[config.mk]
export PLATFORM = sky130hd
export DESIGN_NAME = horizontal_binomial_blur_flat
export DESIGN_NICKNAME = d
export VERILOG_FILES = /design/src/rtl/core/hbb_pkg.sv /design/src/rtl/core/hbb_in_if.sv /design/src/rtl/core/hbb_out_if.sv /design/src/rtl/core/horizontal_binomial_blur.sv /design/src/rtl/core/hbb_lane.sv /design/src/rtl/core/hbb_merge.sv /design/src/flat_wrapper.sv
export SDC_FILE = /design/constraint.sdc
export NUM_CORES = 1
export LEC_CHECK = 0
export ABC_AREA = 1
export BUFFER_PORTS_ARGS = -buffer_cell sky130_fd_sc_hd__buf_2
export CORE_AREA = 2 2 189 191
export CTS_CLUSTER_SIZE = 24
export DETAILED_ROUTE_END_ITERATION = 8
export DIE_AREA = 0 0 191 193
export PLACE_DENSITY = 0.79
export SYNTH_ARGS = -nofsm -noshare
export SYNTH_HDL_FRONTEND = slang
export SYNTH_SLANG_ARGS = --single-unit
[constraint.sdc]
create_clock -name clk -period 9.4 [get_ports clk]
set_input_delay 0.47 -clock clk [delete_from_list [all_inputs] [get_ports clk]]
set_output_delay 0.47 -clock clk [all_outputs]
set_load 0.005 [all_outputs]
[src/rtl/core/hbb_pkg.sv]
// shared types and constants for the horizontal binomial blur
package hbb_pkg;

	localparam int CHAN_W     = 8;
	localparam int ROW_W      = 13;
	localparam int CMP_W      = 17;
	localparam int TAPS       = 5;
	localparam int SLOTS      = 3;
	localparam int SUM_W      = 12;
	localparam int MAX_WIDTH  = 4096;
	localparam logic [ROW_W-1:0] ROW_WIDTH_RST = ROW_W'(640);

	typedef struct packed {
		logic [CHAN_W-1:0] red;
		logic [CHAN_W-1:0] green;
		logic [CHAN_W-1:0] blue;
	} pixel_t;

	// results produced by one input word, one slot per lane
	typedef struct packed {
		logic [SLOTS-1:0]         mask;
		pixel_t [SLOTS-1:0]       px;
	} run_t;

endpackage

[src/rtl/core/hbb_in_if.sv]
// input pixel channel
interface hbb_in_if;
	logic                      valid;
	logic                      ready;
	logic [hbb_pkg::CHAN_W-1:0] red_in;
	logic [hbb_pkg::CHAN_W-1:0] green_in;
	logic [hbb_pkg::CHAN_W-1:0] blue_in;

	modport source (output valid, red_in, green_in, blue_in, input ready);
	modport sink (input valid, red_in, green_in, blue_in, output ready);
endinterface

[src/rtl/core/hbb_out_if.sv]
// output pixel channel
interface hbb_out_if;
	logic                      valid;
	logic                      ready;
	logic [hbb_pkg::CHAN_W-1:0] red_out;
	logic [hbb_pkg::CHAN_W-1:0] green_out;
	logic [hbb_pkg::CHAN_W-1:0] blue_out;
	logic                      row_end;
	logic                      last_of_run;

	modport source (output valid, red_out, green_out, blue_out, row_end, last_of_run,
		input ready);
	modport sink (input valid, red_out, green_out, blue_out, row_end, last_of_run,
		output ready);
endinterface

[src/rtl/core/horizontal_binomial_blur.sv]
// horizontal 5-tap binomial blur, top level
// a result word passes through the merging stage's pending and output registers
// one pixel per cycle while ready is high; a row-end pixel yields up to three words,
// one per cycle when pix_out is ready; the input waits while merging drains them
// arst_n clears row history, column count and pending results; row width resets to 640
module horizontal_binomial_blur #(
	parameter int MAX_WIDTH = hbb_pkg::MAX_WIDTH
) (
	input  logic                      clk,
	input  logic                      arst_n,
	input  logic                      cfg_wr_en,
	input  logic [hbb_pkg::ROW_W-1:0] cfg_wr_data,
	hbb_in_if.sink                    pix_in,
	hbb_out_if.source                 pix_out
);

	localparam int CW = (MAX_WIDTH > 1) ? $clog2(MAX_WIDTH) : 1;
	localparam logic [hbb_pkg::CMP_W-1:0] MAXW = hbb_pkg::CMP_W'(MAX_WIDTH);

	logic [hbb_pkg::ROW_W-1:0]   row_width_q;
	logic [CW-1:0]               col_q;
	hbb_pkg::pixel_t [3:0]       hist_q;
	hbb_pkg::pixel_t [3:0]       hist;
	hbb_pkg::pixel_t             cur;
	logic [hbb_pkg::CMP_W-1:0]   eff_w;
	logic [hbb_pkg::CMP_W-1:0]   col_ext;
	logic                        last;
	logic                        accept;
	logic                        free;
	hbb_pkg::run_t               run;

	assign cur.red   = pix_in.red_in;
	assign cur.green = pix_in.green_in;
	assign cur.blue  = pix_in.blue_in;
	assign accept    = pix_in.valid && free;
	assign pix_in.ready = free;

	always_comb begin
		eff_w = hbb_pkg::CMP_W'(row_width_q);
		if (eff_w == '0) begin
			eff_w = hbb_pkg::CMP_W'(1);
		end
		if (eff_w > MAXW) begin
			eff_w = MAXW;
		end
	end

	assign col_ext = hbb_pkg::CMP_W'(col_q);
	assign last    = (col_ext >= eff_w - hbb_pkg::CMP_W'(1));

	// left edge replication on the first column
	always_comb begin
		if (col_q == '0) begin
			hist = {4{cur}};
		end else begin
			hist = hist_q;
		end
	end

	hbb_lane u_lane0 (
		.taps ({cur, hist[0], hist[1], hist[2], hist[3]}),
		.px   (run.px[0])
	);

	hbb_lane u_lane1 (
		.taps ({cur, cur, hist[0], hist[1], hist[2]}),
		.px   (run.px[1])
	);

	hbb_lane u_lane2 (
		.taps ({cur, cur, cur, hist[0], hist[1]}),
		.px   (run.px[2])
	);

	assign run.mask[0] = (col_ext >= hbb_pkg::CMP_W'(2));
	assign run.mask[1] = last && (col_q != '0);
	assign run.mask[2] = last;

	hbb_merge u_merge (
		.clk     (clk),
		.arst_n  (arst_n),
		.load    (accept),
		.run     (run),
		.free    (free),
		.pix_out (pix_out)
	);

	always_ff @(posedge clk or negedge arst_n) begin
		if (!arst_n) begin
			row_width_q <= hbb_pkg::ROW_WIDTH_RST;
		end else if (cfg_wr_en) begin
			row_width_q <= cfg_wr_data;
		end
	end

	always_ff @(posedge clk or negedge arst_n) begin
		if (!arst_n) begin
			col_q  <= '0;
			hist_q <= '0;
		end else if (accept) begin
			hist_q <= {hist[2], hist[1], hist[0], cur};
			if (last) begin
				col_q <= '0;
			end else begin
				col_q <= col_q + CW'(1);
			end
		end
	end

endmodule

[src/rtl/core/hbb_lane.sv]
// one filter lane: 1-4-6-4-1 kernel over five pixels, all three channels
module hbb_lane (
	input  hbb_pkg::pixel_t [hbb_pkg::TAPS-1:0] taps,
	output hbb_pkg::pixel_t                     px
);

	function automatic logic [hbb_pkg::CHAN_W-1:0] blur5(
		input logic [hbb_pkg::CHAN_W-1:0] a,
		input logic [hbb_pkg::CHAN_W-1:0] b,
		input logic [hbb_pkg::CHAN_W-1:0] c,
		input logic [hbb_pkg::CHAN_W-1:0] d,
		input logic [hbb_pkg::CHAN_W-1:0] e
	);
		logic [hbb_pkg::SUM_W-1:0] sum;
		sum = hbb_pkg::SUM_W'(a) + hbb_pkg::SUM_W'(e)
			+ (hbb_pkg::SUM_W'(b) << 2) + (hbb_pkg::SUM_W'(d) << 2)
			+ (hbb_pkg::SUM_W'(c) << 2) + (hbb_pkg::SUM_W'(c) << 1);
		return sum[hbb_pkg::SUM_W-1:4];
	endfunction

	assign px.red   = blur5(taps[0].red, taps[1].red, taps[2].red, taps[3].red,
		taps[4].red);
	assign px.green = blur5(taps[0].green, taps[1].green, taps[2].green, taps[3].green,
		taps[4].green);
	assign px.blue  = blur5(taps[0].blue, taps[1].blue, taps[2].blue, taps[3].blue,
		taps[4].blue);

endmodule

[src/rtl/core/hbb_merge.sv]
// merging stage: holds the lane results of one word and sends them out in order
module hbb_merge (
	input  logic              clk,
	input  logic              arst_n,
	input  logic              load,
	input  hbb_pkg::run_t     run,
	output logic              free,
	hbb_out_if.source         pix_out
);

	logic [hbb_pkg::SLOTS-1:0]  pend_s1;
	hbb_pkg::pixel_t [hbb_pkg::SLOTS-1:0] res_s1;
	logic [hbb_pkg::SLOTS-1:0]  low_bit;
	logic [hbb_pkg::SLOTS-1:0]  rest;
	logic [1:0]                 sel;
	logic                       move;
	logic                       out_valid_q;
	hbb_pkg::pixel_t            out_px_q;
	logic                       row_end_q;
	logic                       last_q;

	assign low_bit = pend_s1 & (~pend_s1 + hbb_pkg::SLOTS'(1));
	assign rest    = pend_s1 & ~low_bit;
	assign move    = (|pend_s1) && (!out_valid_q || pix_out.ready);
	assign free    = (pend_s1 == '0) || (move && (rest == '0));

	always_comb begin
		if (pend_s1[0]) begin
			sel = 2'd0;
		end else if (pend_s1[1]) begin
			sel = 2'd1;
		end else begin
			sel = 2'd2;
		end
	end

	always_ff @(posedge clk or negedge arst_n) begin
		if (!arst_n) begin
			pend_s1 <= '0;
		end else if (load) begin
			pend_s1 <= run.mask;
		end else if (move) begin
			pend_s1 <= rest;
		end
	end

	always_ff @(posedge clk) begin
		if (load) begin
			res_s1 <= run.px;
		end
	end

	always_ff @(posedge clk or negedge arst_n) begin
		if (!arst_n) begin
			out_valid_q <= 1'b0;
		end else if (move) begin
			out_valid_q <= 1'b1;
		end else if (pix_out.ready) begin
			out_valid_q <= 1'b0;
		end
	end

	always_ff @(posedge clk) begin
		if (move) begin
			out_px_q  <= res_s1[sel];
			row_end_q <= (sel == 2'd2);
			last_q    <= (rest == '0);
		end
	end

	assign pix_out.valid       = out_valid_q;
	assign pix_out.red_out     = out_px_q.red;
	assign pix_out.green_out   = out_px_q.green;
	assign pix_out.blue_out    = out_px_q.blue;
	assign pix_out.row_end     = row_end_q;
	assign pix_out.last_of_run = last_q;

endmodule

[src/flat_wrapper.sv]
// flat-port wrapper written by rule: the top's interface ports become plain ports
module horizontal_binomial_blur_flat 
#(
	parameter int MAX_WIDTH = hbb_pkg::MAX_WIDTH
)
  (clk, arst_n, cfg_wr_en, cfg_wr_data, pix_in_valid, pix_in_red_in, pix_in_green_in, pix_in_blue_in, pix_in_ready, pix_out_valid, pix_out_red_out, pix_out_green_out, pix_out_blue_out, pix_out_row_end, pix_out_last_of_run, pix_out_ready);
  hbb_in_if pix_in_i ();
  hbb_out_if pix_out_i ();
  input  logic clk;
  input  logic arst_n;
  input  logic cfg_wr_en;
  input  logic [hbb_pkg::ROW_W-1:0] cfg_wr_data;
  input wire logic [$bits(pix_in_i.valid)-1:0] pix_in_valid;
  input wire logic [$bits(pix_in_i.red_in)-1:0] pix_in_red_in;
  input wire logic [$bits(pix_in_i.green_in)-1:0] pix_in_green_in;
  input wire logic [$bits(pix_in_i.blue_in)-1:0] pix_in_blue_in;
  output wire logic [$bits(pix_in_i.ready)-1:0] pix_in_ready;
  output wire logic [$bits(pix_out_i.valid)-1:0] pix_out_valid;
  output wire logic [$bits(pix_out_i.red_out)-1:0] pix_out_red_out;
  output wire logic [$bits(pix_out_i.green_out)-1:0] pix_out_green_out;
  output wire logic [$bits(pix_out_i.blue_out)-1:0] pix_out_blue_out;
  output wire logic [$bits(pix_out_i.row_end)-1:0] pix_out_row_end;
  output wire logic [$bits(pix_out_i.last_of_run)-1:0] pix_out_last_of_run;
  input wire logic [$bits(pix_out_i.ready)-1:0] pix_out_ready;
  assign pix_in_i.valid = pix_in_valid;
  assign pix_in_i.red_in = pix_in_red_in;
  assign pix_in_i.green_in = pix_in_green_in;
  assign pix_in_i.blue_in = pix_in_blue_in;
  assign pix_in_ready = pix_in_i.ready;
  assign pix_out_valid = pix_out_i.valid;
  assign pix_out_red_out = pix_out_i.red_out;
  assign pix_out_green_out = pix_out_i.green_out;
  assign pix_out_blue_out = pix_out_i.blue_out;
  assign pix_out_row_end = pix_out_i.row_end;
  assign pix_out_last_of_run = pix_out_i.last_of_run;
  assign pix_out_i.ready = pix_out_ready;
  horizontal_binomial_blur #(.MAX_WIDTH(MAX_WIDTH)) u_core (.clk(clk), .arst_n(arst_n), .cfg_wr_en(cfg_wr_en), .cfg_wr_data(cfg_wr_data), .pix_in(pix_in_i), .pix_out(pix_out_i));
endmodule
Word level (Yosys, flattened, before mapping)
Cells that the tools add are included.
- flip-flop bits (word level): 223
- bits in latches: 0
- RAM bits: 0
- ROM bits: 0
- input bits: 42
- output and inout port bits: 28
- memories: 0
- add/sub/neg operators: 48
- multiply operators: 0
- divide/modulo/power cells: 0
- magnitude comparators: 4
- eq/ne operators: 1
- shift operators: 0
- muxes and demuxes: 12
- bitwise logic cells: 4
- reduce and logical (&&, ||, !) cells: 15
- operators with widths (operator ; number):
    adder 12 x 10 -> 12 bit ; 18
    adder 12 x 9 -> 12 bit ; 9
    two-way mux 96 bit ; 1
    adder 8 x 8 -> 9 bit ; 9
    adder 9 x 10 -> 11 bit ; 6
    binary-select mux 24 bit (select 2 bit) ; 1
    adder 11 x 10 -> 12 bit ; 3
    two-way mux 24 bit ; 1
    greater-or-equal comparator 12 x 17 -> 1 bit ; 1
    two-way mux 17 bit ; 1
    subtractor 17 x 1 -> 17 bit (second input constant) ; 1
    greater-than comparator 13 bit (second input constant) ; 1
    logical NOT 13 bit ; 1
    two-way mux 13 bit ; 1
    adder 12 x 1 -> 12 bit (second input constant) ; 1
    greater-or-equal comparator 12 x 2 -> 1 bit (second input constant) ; 1
    logical NOT 12 bit ; 1
    two-way mux 12 bit ; 1
    nonzero test 12 bit ; 1
    AND 3 bit ; 2
    logical NOT 3 bit ; 2
    two-way mux 3 bit ; 2
    inverter 3 bit ; 2
    logical AND 1 bit ; 4
    other kinds (9) ; 13

Longest topological paths before layout
Gate-level depths: netlist of run 1.
- word-level depth: 10
- mapped depth: 36

By module
Synthesis of run 1 repeated with hierarchy kept, for this count alone.
- cell total of the unflattened synthesis: 2458
- area, all modules: 21211.6 um2
- by module, submodules not included (module ; instances ; cells an instance ; area each (um2) ; sequential area each (um2)):
    horizontal_binomial_blur ; 1 ; 783 ; 6541.3 ; 3030.4
    hbb_merge ; 1 ; 234 ; 3686.0 ; 3042.9
    hbb_lane (u_core.u_lane1) ; 1 ; 478 ; 3673.5 ; 0.0
    hbb_lane (u_core.u_lane2) ; 1 ; 482 ; 3661.0 ; 0.0
    hbb_lane (u_core.u_lane0) ; 1 ; 481 ; 3649.8 ; 0.0

Worst setup path before layout of run 1
No wires, ideal clock.
- path kind: register to register
- start: register u_core.col_q[1]
- end: register u_core.u_merge.res_s1[31] (netlist name) (data pin)
- arrival time: 5546 ps
- path slack: 3596 ps
- stages on the path, launching flop included: 31
- buffers on the path: 3
- clock period less this slack: 5804 ps
- cells stage by stage: dfrtp_1 inv_1 ha_1 nand2_1 nor2_4 buf_6 buf_4 buf_2 o21ai_0 fa_1 ha_1 a21oi_1 nor2_1 nor2_1 xor2_1 inv_1 fa_1 inv_1 fa_1 inv_1 ha_1 a21oi_1 o21ai_0 a21oi_1 inv_1 a21oi_1 inv_1 a21oi_1 nor2_1 nor2_1 xnor2_1
- RTL lines (what ; RTL line ; RTL):
    from (decl) ; horizontal_binomial_blur.sv:21 ; logic [CW-1:0] col_q;
    from (signal assigned) ; horizontal_binomial_blur.sv:105 ; col_q <= col_q + CW'(1);
    to (signal assigned) ; hbb_merge.sv:49 ; res_s1 <= run.px;
    to (decl) ; hbb_merge.sv:12 ; hbb_pkg::pixel_t [hbb_pkg::SLOTS-1:0] res_s1;

==> key figures, run 1 <==
Min path
  • Worst min path class: input pin to async pin

Setup path
  • Critical-path top delay cell: buf_4
  • Internal reg-to-reg setup slack: between 2 and 3 ns
  • Worst setup EP type: flop
  • Setup crit start kind: flop
  • Slowest stage delay, CP: 0.62 ns
  • CP Data Required Time: 9.70 ns
  • Reg2Reg Depth: 33
  • FF-to-FF Start: u_core.col_q[8]
  • Most common cell on crit path: inv_1
  • Kind of critical path: flop to flop
  • Worst Path Max Fanout: 84
  • CP arrival: a little under 7 ns
  • Reg2reg end: u_core.u_merge.res_s1[31]

Synth
  • Sequential element share of the synthesized area: roughly a third
  • Synthesized cell area: 19000 um^2
  • Top FF cell, synth: dfrtp_1
  • Number of synthesized flops with an enable pin: 98
  • Yosys top cell by area: fa_1
  • Netlist cell types: 40
  • Top-area cell type share of the netlist area: roughly 21%
  • YS warnings: 0
  • Post-Syn Instances: approximately 2100
  • Asr flop ratio synth: a little under three fifths
  • Synth cell count leaders: inv_1 (415), nand2_1 (372), fa_1 (197), o21ai_0 (180), ha_1 (157)
  • Syn nets: between 2000 and 2500
  • Avg Cell Area, Syn: approximately 9.1 um^2
  • Register bit count reported by yosys: approximately 220
  • Top cells by area, synth: fa_1 (21%), dfrtp_1 (16%), edfxtp_1 (16%)
  • Most common cell in the synthesized netlist: inv_1

STA
  • Final Critical Period: 6.59 ns
  • RSZ-0062 raised after global routing: no
  • PnR worst setup slack: approximately 2.8 ns
  • Final setup TNS: 0 ns
  • Final slew viol count: 0
  • Tcrit/Tclk final: between 70% and 80%
  • Final Hold Vio Count: 14
  • Setup Skew: approximately 0.015 ns
  • Worst-Margin Slew: between 1 and 1.5 ns
  • Slew HR: about 18%
  • Max Clock Freq: about 0.15 GHz
  • Setup-failing EPs final: 0
  • WHS: -0.0187 ns

Drt
  • Routed Wire Length: a little over 40 mm
  • Routed via count: between 10000 and 15000
  • Via/cell ratio: between 5 and 6
  • First-iteration detailed-routing DRC count: a little under 900
  • Pre-antenna DRT Iters: 5
  • DR DRC count: 0
  • Number of nets with antenna violations after routing: 0
  • Wire length per cell: 15.7 um

Floorplanning
  • Core ar.: around 35000 um^2
  • Die Ht: just under 200 um
  • Die X: ~190 um
  • Top Ports: 70
  • Die ar.: approximately 37000 um^2
  • Starting Density: roughly 54%
  • Row cnt: approximately 70

Status
  • Failing checks: hold timing
  • Run status: finished, violations left

Global routing
  • Initial antenna violation count: 1
  • Vias in the first global route: 14700
  • Gr usage total: between 20% and 30%
  • Pin count of the biggest net entering global routing: 114
  • First-pass GRT wire length: between 70 and 80 mm
  • GRT Residual Overflow: 0

Placed design
  • Routability cong.: approximately 0.9
  • DP HPWL: between 30 and 40 mm
  • # port buffers: about 70
  • Placed Area: between 15000 and 20000 um^2
  • DP Worst Slack: around 2.9 ns

Layout
  • Util after Layout: 59.1%
  • Fillers: 2899
  • Ant diodes: 0
  • Layout cells sized above 1: under 10%
  • Layout area overhead: 8.90%
  • # nets final: ~2500
  • Design area: 20700 um^2

CTS
  • Longest Clk Path Bufs: 3
  • CTS Hold Bufs: 0
  • CTS tree: yes
  • Resized Gates After CTS: 0
  • Worst skew pair latency: 0.55 ns
  • CTS buffer count: 26
  • H-tree depth: 1
  • Setup Fix Bufs, Post-CTS: 0
  • Clk sinks: roughly 220
  • CTS root buf: clkbuf_16
  • Reg clk slew, reported paths: approximately 0.060 ns

Flow run
  • MaxCap Viol Count: 0
## through the flow
step / cells / hold WS [ns]
global route: 2624 / 0.0251
CTS: 2624 / 0.00271
floorplan: 2078 / 0.174
finish: 2624 / -0.0187
detailed placement: 2576 / 0.458
global placement: 2576 / 0.453
## sequential cells by signal (all words and copies together), names as in the netlist, 3 cells and up
| signal | cells |
|---|---|
| u_core.hist_q | 96 |
| u_core.u_merge.pix_out.red_out | 8 |
| u_core.u_merge.pend_s1 | 3 |
| u_core.row_width_q | 13 |
| u_core.u_merge.pix_out.green_out | 8 |
| u_core.col_q | 12 |
| u_core.u_merge.res_s1 | 72 |
| u_core.u_merge.pix_out.blue_out | 8 |
## worst max-delay path, delay by kind of cell (launching register included)
| family | cells | cell delay, ns |
|---|---|---|
| DFF | 1 | 0.43 |
| and+or+nand+nor | 9 | 0.94 |
| xor gates and xnor gates | 2 | 0.24 |
| buffers and inverters | 9 | 1.26 |
| AOI/OAI and AO/OA | 8 | 1.38 |
| adders and majority gates | 5 | 2.03 |
## cell usage in the layout (no fill, tap or decap), types with 3 or more instances in the layout
cell and count:
o21bai_1 11, a211oi_1 6, nor2_4 4, bufinv_16 3, ha_1 157, clkinvlp_4 3, clkbuf_16 27, a31oi_1 3
o21ai_1 25, nor2_1 99, clkinv_2 5, nor3_1 6, nand4_1 12, buf_4 13, nor4_1 3, inv_2 6
mux2_2 5, o211ai_1 3, nand2_1 372, nand3b_1 3, o21ai_2 9, xor2_1 71, a21o_1 4, fa_1 197
clkinv_1 5, buf_2 68, nor2_2 6, dfrtp_1 123, nand3_1 65, nand2_2 6, xnor2_1 35, a21oi_1 100
edfxtp_1 98, o21ai_0 180, inv_1 415
## worst max path at each step
stage	from	to	cells after the start
3_5_place_dp	u_core.col_q[8]	u_core.u_merge.res_s1[31]	33
5_1_grt	u_core.col_q[8]	u_core.u_merge.res_s1[31]	33
6_report	u_core.col_q[8]	u_core.u_merge.res_s1[31]	33
3_3_place_gp	u_core.col_q[8]	u_core.u_merge.res_s1[47]	29
2_1_floorplan	u_core.col_q[1]	u_core.u_merge.res_s1[31]	30
4_1_cts	u_core.col_q[8]	u_core.u_merge.res_s1[31]	33
## logic make-up after synthesis
family | Yosys count | synth area share (%)
DFF | 223 | 32.0
AOI/OAI and AO/OA | 343 | 9.61
buffers and inverters | 465 | 9.40
adders and majority gates | 354 | 31.1
muxes | 5 | 0.297
and+or+nand+nor | 582 | 12.7
xor gates and xnor gates | 106 | 4.89
## final cells by class
type / instances / area (um^2) / area share [%]
multi-input cells: 1390 / 11100 / 53.9
flip-flops and latches: 223 / 6070 / 29.4
inverters: 421 / 1580 / 7.65
clock buffers: 29 / 683 / 3.31
well taps: 461 / 577 / 2.79
repair buffers: 81 / 438 / 2.12
clock inverters: 19 / 183 / 0.884
## layer usage
| layer | share of wire (%) | vias to the layer above | track usage [%] | wire length [um] |
|---|---|---|---|---|
| met5 | 0.027 | - | 0 | 11 |
| met4 | 3.4 | 2 | 9.24 | 1390 |
| met3 | 4.5 | 94 | 3.04 | 1840 |
| met2 | 51 | 321 | 42.8 | 20900 |
| met1 | 41 | 6833 | 29.3 | 17000 |
| li1 | - | 6698 | - | - |
Power of run 1 is left out: the tool's default activity adds up to more than one toggle a clock period on the data nets, which glitch-free logic cannot reach.
==> run 2: changes to the inputs <==
--- a/config.mk
+++ b/config.mk
@@ -11,7 +11,7 @@
 export CTS_CLUSTER_SIZE = 24
 export DETAILED_ROUTE_END_ITERATION = 8
 export DIE_AREA = 0 0 191 193
-export PLACE_DENSITY = 0.79
+export PLACE_DENSITY = 0.81
 export SYNTH_ARGS = -nofsm -noshare
 export SYNTH_HDL_FRONTEND = slang
 export SYNTH_SLANG_ARGS = --single-unit
==> constraint.sdc (replaced) <==
create_clock -name clk -period 5.63 [get_ports clk]
set_input_delay 0.2815 -clock clk [delete_from_list [all_inputs] [get_ports clk]]
set_output_delay 0.2815 -clock clk [all_outputs]
set_load 0.005 [all_outputs]
==> run 2 against run 1 <==
The flow now finishes without violations. Clock skew rose by 0.0027 ns. Register-to-register slack got worse by 2.8 ns. Non-clock buffer count rose by 175. Sequential share of layout area fell by 2.7 points. Count of clock-buffer cells in the layout rose by 7. Routed wire length rose by 11%. Final cell count rose by 6.7%. Critical path type unchanged. Critical endpoint is now u_core.u_merge.res_s1[23].
==> key figures, run 2 (synthesized netlist as in run 1, its figures left out) <==
Setup path
  • Kind of critical path: flop to flop
  • Worst setup EP type: flop
  • Critical-path top delay cell: fa_1
  • CP Data Required Time: about 5.9 ns
  • Buf/Inv on CP: 10
  • Worst Path Max Fanout: 5
  • CP Capture Point: u_core.u_merge.res_s1[23]
  • Crit path from: u_core.col_q[10]
  • Internal reg-to-reg setup slack: roughly 0.014 ns
  • CP top delay family: adder cells
  • CP arrival: 5.92 ns
  • Reg2reg end: u_core.u_merge.res_s1[23]
  • Slowest stage delay, CP: around 0.52 ns
  • Reg2Reg Depth: 35
  • Worst path depth: 35
  • Setup crit start kind: flop
  • Most common cell on crit path: inv_1
  • FF-to-FF Start: u_core.col_q[10]

Drt
  • DR DRC count: 0
  • Wire length per cell: about 16 um
  • Met1 Wirelength: between 15 and 20 mm
  • First-iteration detailed-routing DRC count: 962
  • Metal3 WL: 2.23 mm
  • Via/cell ratio: 5.33
  • Met2 WL: approximately 23 mm
  • Routed via count: 14900
  • Pre-antenna DRT Iters: 5
  • Number of nets with antenna violations after routing: 0
  • Max layer used: met4
  • Routed Wire Length: around 46 mm

Layout
  • # nets final: between 2000 and 3000
  • Largest registers: u_core.hist_q x96, u_core.u_merge.res_s1 x72, u_core.row_width_q x13
  • Most frequent cells in the layout: inv_1 (396), nand2_1 (364), fa_1 (189), buf_4 (165), o21ai_0 (149)
  • Commonest non-fill, non-tap cell in the layout: inv_1
  • Biggest register: u_core.hist_q
  • Layout area overhead: 19.8%
  • Max reg flops: 96
  • Final std cells w/o fill: 2801
  • Ant diodes: 0
  • Layout cells sized above 1: 19.2%

STA
  • Slew HR: between 10% and 20%
  • Setup-failing EPs final: 0
  • Worst-Margin Slew: 1.20 ns
  • Final slew viol count: 0
  • Tcrit/Tclk final: about 100%
  • Final Hold Vio Count: 0
  • Max Clock Freq: between 0.15 and 0.2 GHz
  • Final Critical Period: roughly 5.6 ns
  • RSZ-0062 raised after global routing: yes
  • Setup Skew: ~0.018 ns

Floorplanning
  • Die Ht: approximately 190 um
  • Core ar.: 35000 um^2
  • Starting Density: about 54%
  • Die X: around 190 um
  • Die ar.: between 30000 and 40000 um^2
  • Top Ports: 70
  • Row cnt: between 60 and 70

CTS
  • Reg clk slew, reported paths: ~0.060 ns
  • Clk sinks: 223
  • H-tree depth: 1
  • CTS root buf: clkbuf_16
  • Worst skew pair latency: 0.55 ns
  • CTS tree: yes
  • Longest Clk Path Bufs: 3
  • CTS buffer count: 27

Status
  • Run status: completed

Global routing
  • Vias in the first global route: about 16000
  • Initial antenna violation count: 0
  • Gr usage total: 24.2%
  • Pin count of the biggest net entering global routing: around 130
  • GRT Residual Overflow: 0
  • First-pass GRT wire length: 71.7 mm

Placed design
  • # port buffers: between 60 and 70
  • DP HPWL: between 30 and 40 mm
  • Placed cell count: between 2000 and 3000
  • Routability cong.: ~0.9

Flow run
  • MaxCap Viol Count: 0

Min path
  • Worst min path class: input pin to flop
[run 2: cell types whose count changed in the layout (fill, tap and decap cells not counted), moves of 10 or more]
cell	delta
dlygate4sd3_1	+15
a21oi_1	-31
ha_4	+20
o21ai_1	+15
nor2_1	-15
o21ai_2	+16
buf_4	+152
nor2_2	+10
o21ai_0	-31
inv_1	-19
inv_2	+18
ha_1	-20
a21oi_2	+31
[run 2: worst min path at each step]
stage,startpoint,to,slack (ns),cells past startpoint
final,pix_in_blue_in[1],u_core.hist_q[1],0.06,3
after global routing,pix_in_green_in[0],u_core.hist_q[8],0.09,3
after CTS,pix_in_blue_in[1],u_core.hist_q[1],0.04,3
after detailed placement,arst_n,u_core.row_width_q[0],0.39,1
after global placement,arst_n,u_core.row_width_q[8],0.38,1
after floorplan,arst_n,u_core.col_q[0],-0.01,0
[run 2: worst register-to-register path: cells and delay by family, from the launching register on]
kind,cells,cell delay [ns]
fa+ha+maj,5,1.87
simple gates,11,1.04
compound gates,7,0.92
buf+inv,10,0.83
flops,1,0.37
xor+xnor,2,0.34
[run 2: final cells by class]
type	count	area, um^2
clock buffers	36	719
clock inverters	14	205
fillers	2591	12200
inverters	421	1580
multi-input cells	1390	11700
flip-flops and latches	223	6070
well taps	461	577
repair buffers	256	1850
[run 2: per-layer routing]
metal  up-vias  track usage (%)
met2       418             43.6
met1      7312             29.0
met4         0             10.9
met5         -                0
met3       140             3.31
li1       7047                -
[run 2: stage by stage]
stage          util [%]  hold WS [ns]  worst slack [ns]  setup TNS, ns  instance area, um^2
2_1_floorplan         -       -0.0141           -0.0145        -0.0145                19000
3_3_place_gp       59.6         0.379            0.0294              0                20900
3_5_place_dp       59.6         0.392           -0.0909         -0.275                20900
4_1_cts            62.8        0.0429           0.00175              0                22000
5_1_grt            65.0        0.0868            -0.286          -1.65                22700
6_report           65.0        0.0639            0.0141              0                22700
[run 2: timing repair]
item | 4_1_cts | 5_1_grt
setup buffers | 1 | 22
endpoints found under the setup margin | 6 | 30
hold buffers | 15 | 0
cloned | 0 | 0
gates resized for setup | 13 | 154
pin swaps | 11 | 85
hold endpoints to repair | 69 | 0
Power of run 2 is left out for the same reason.
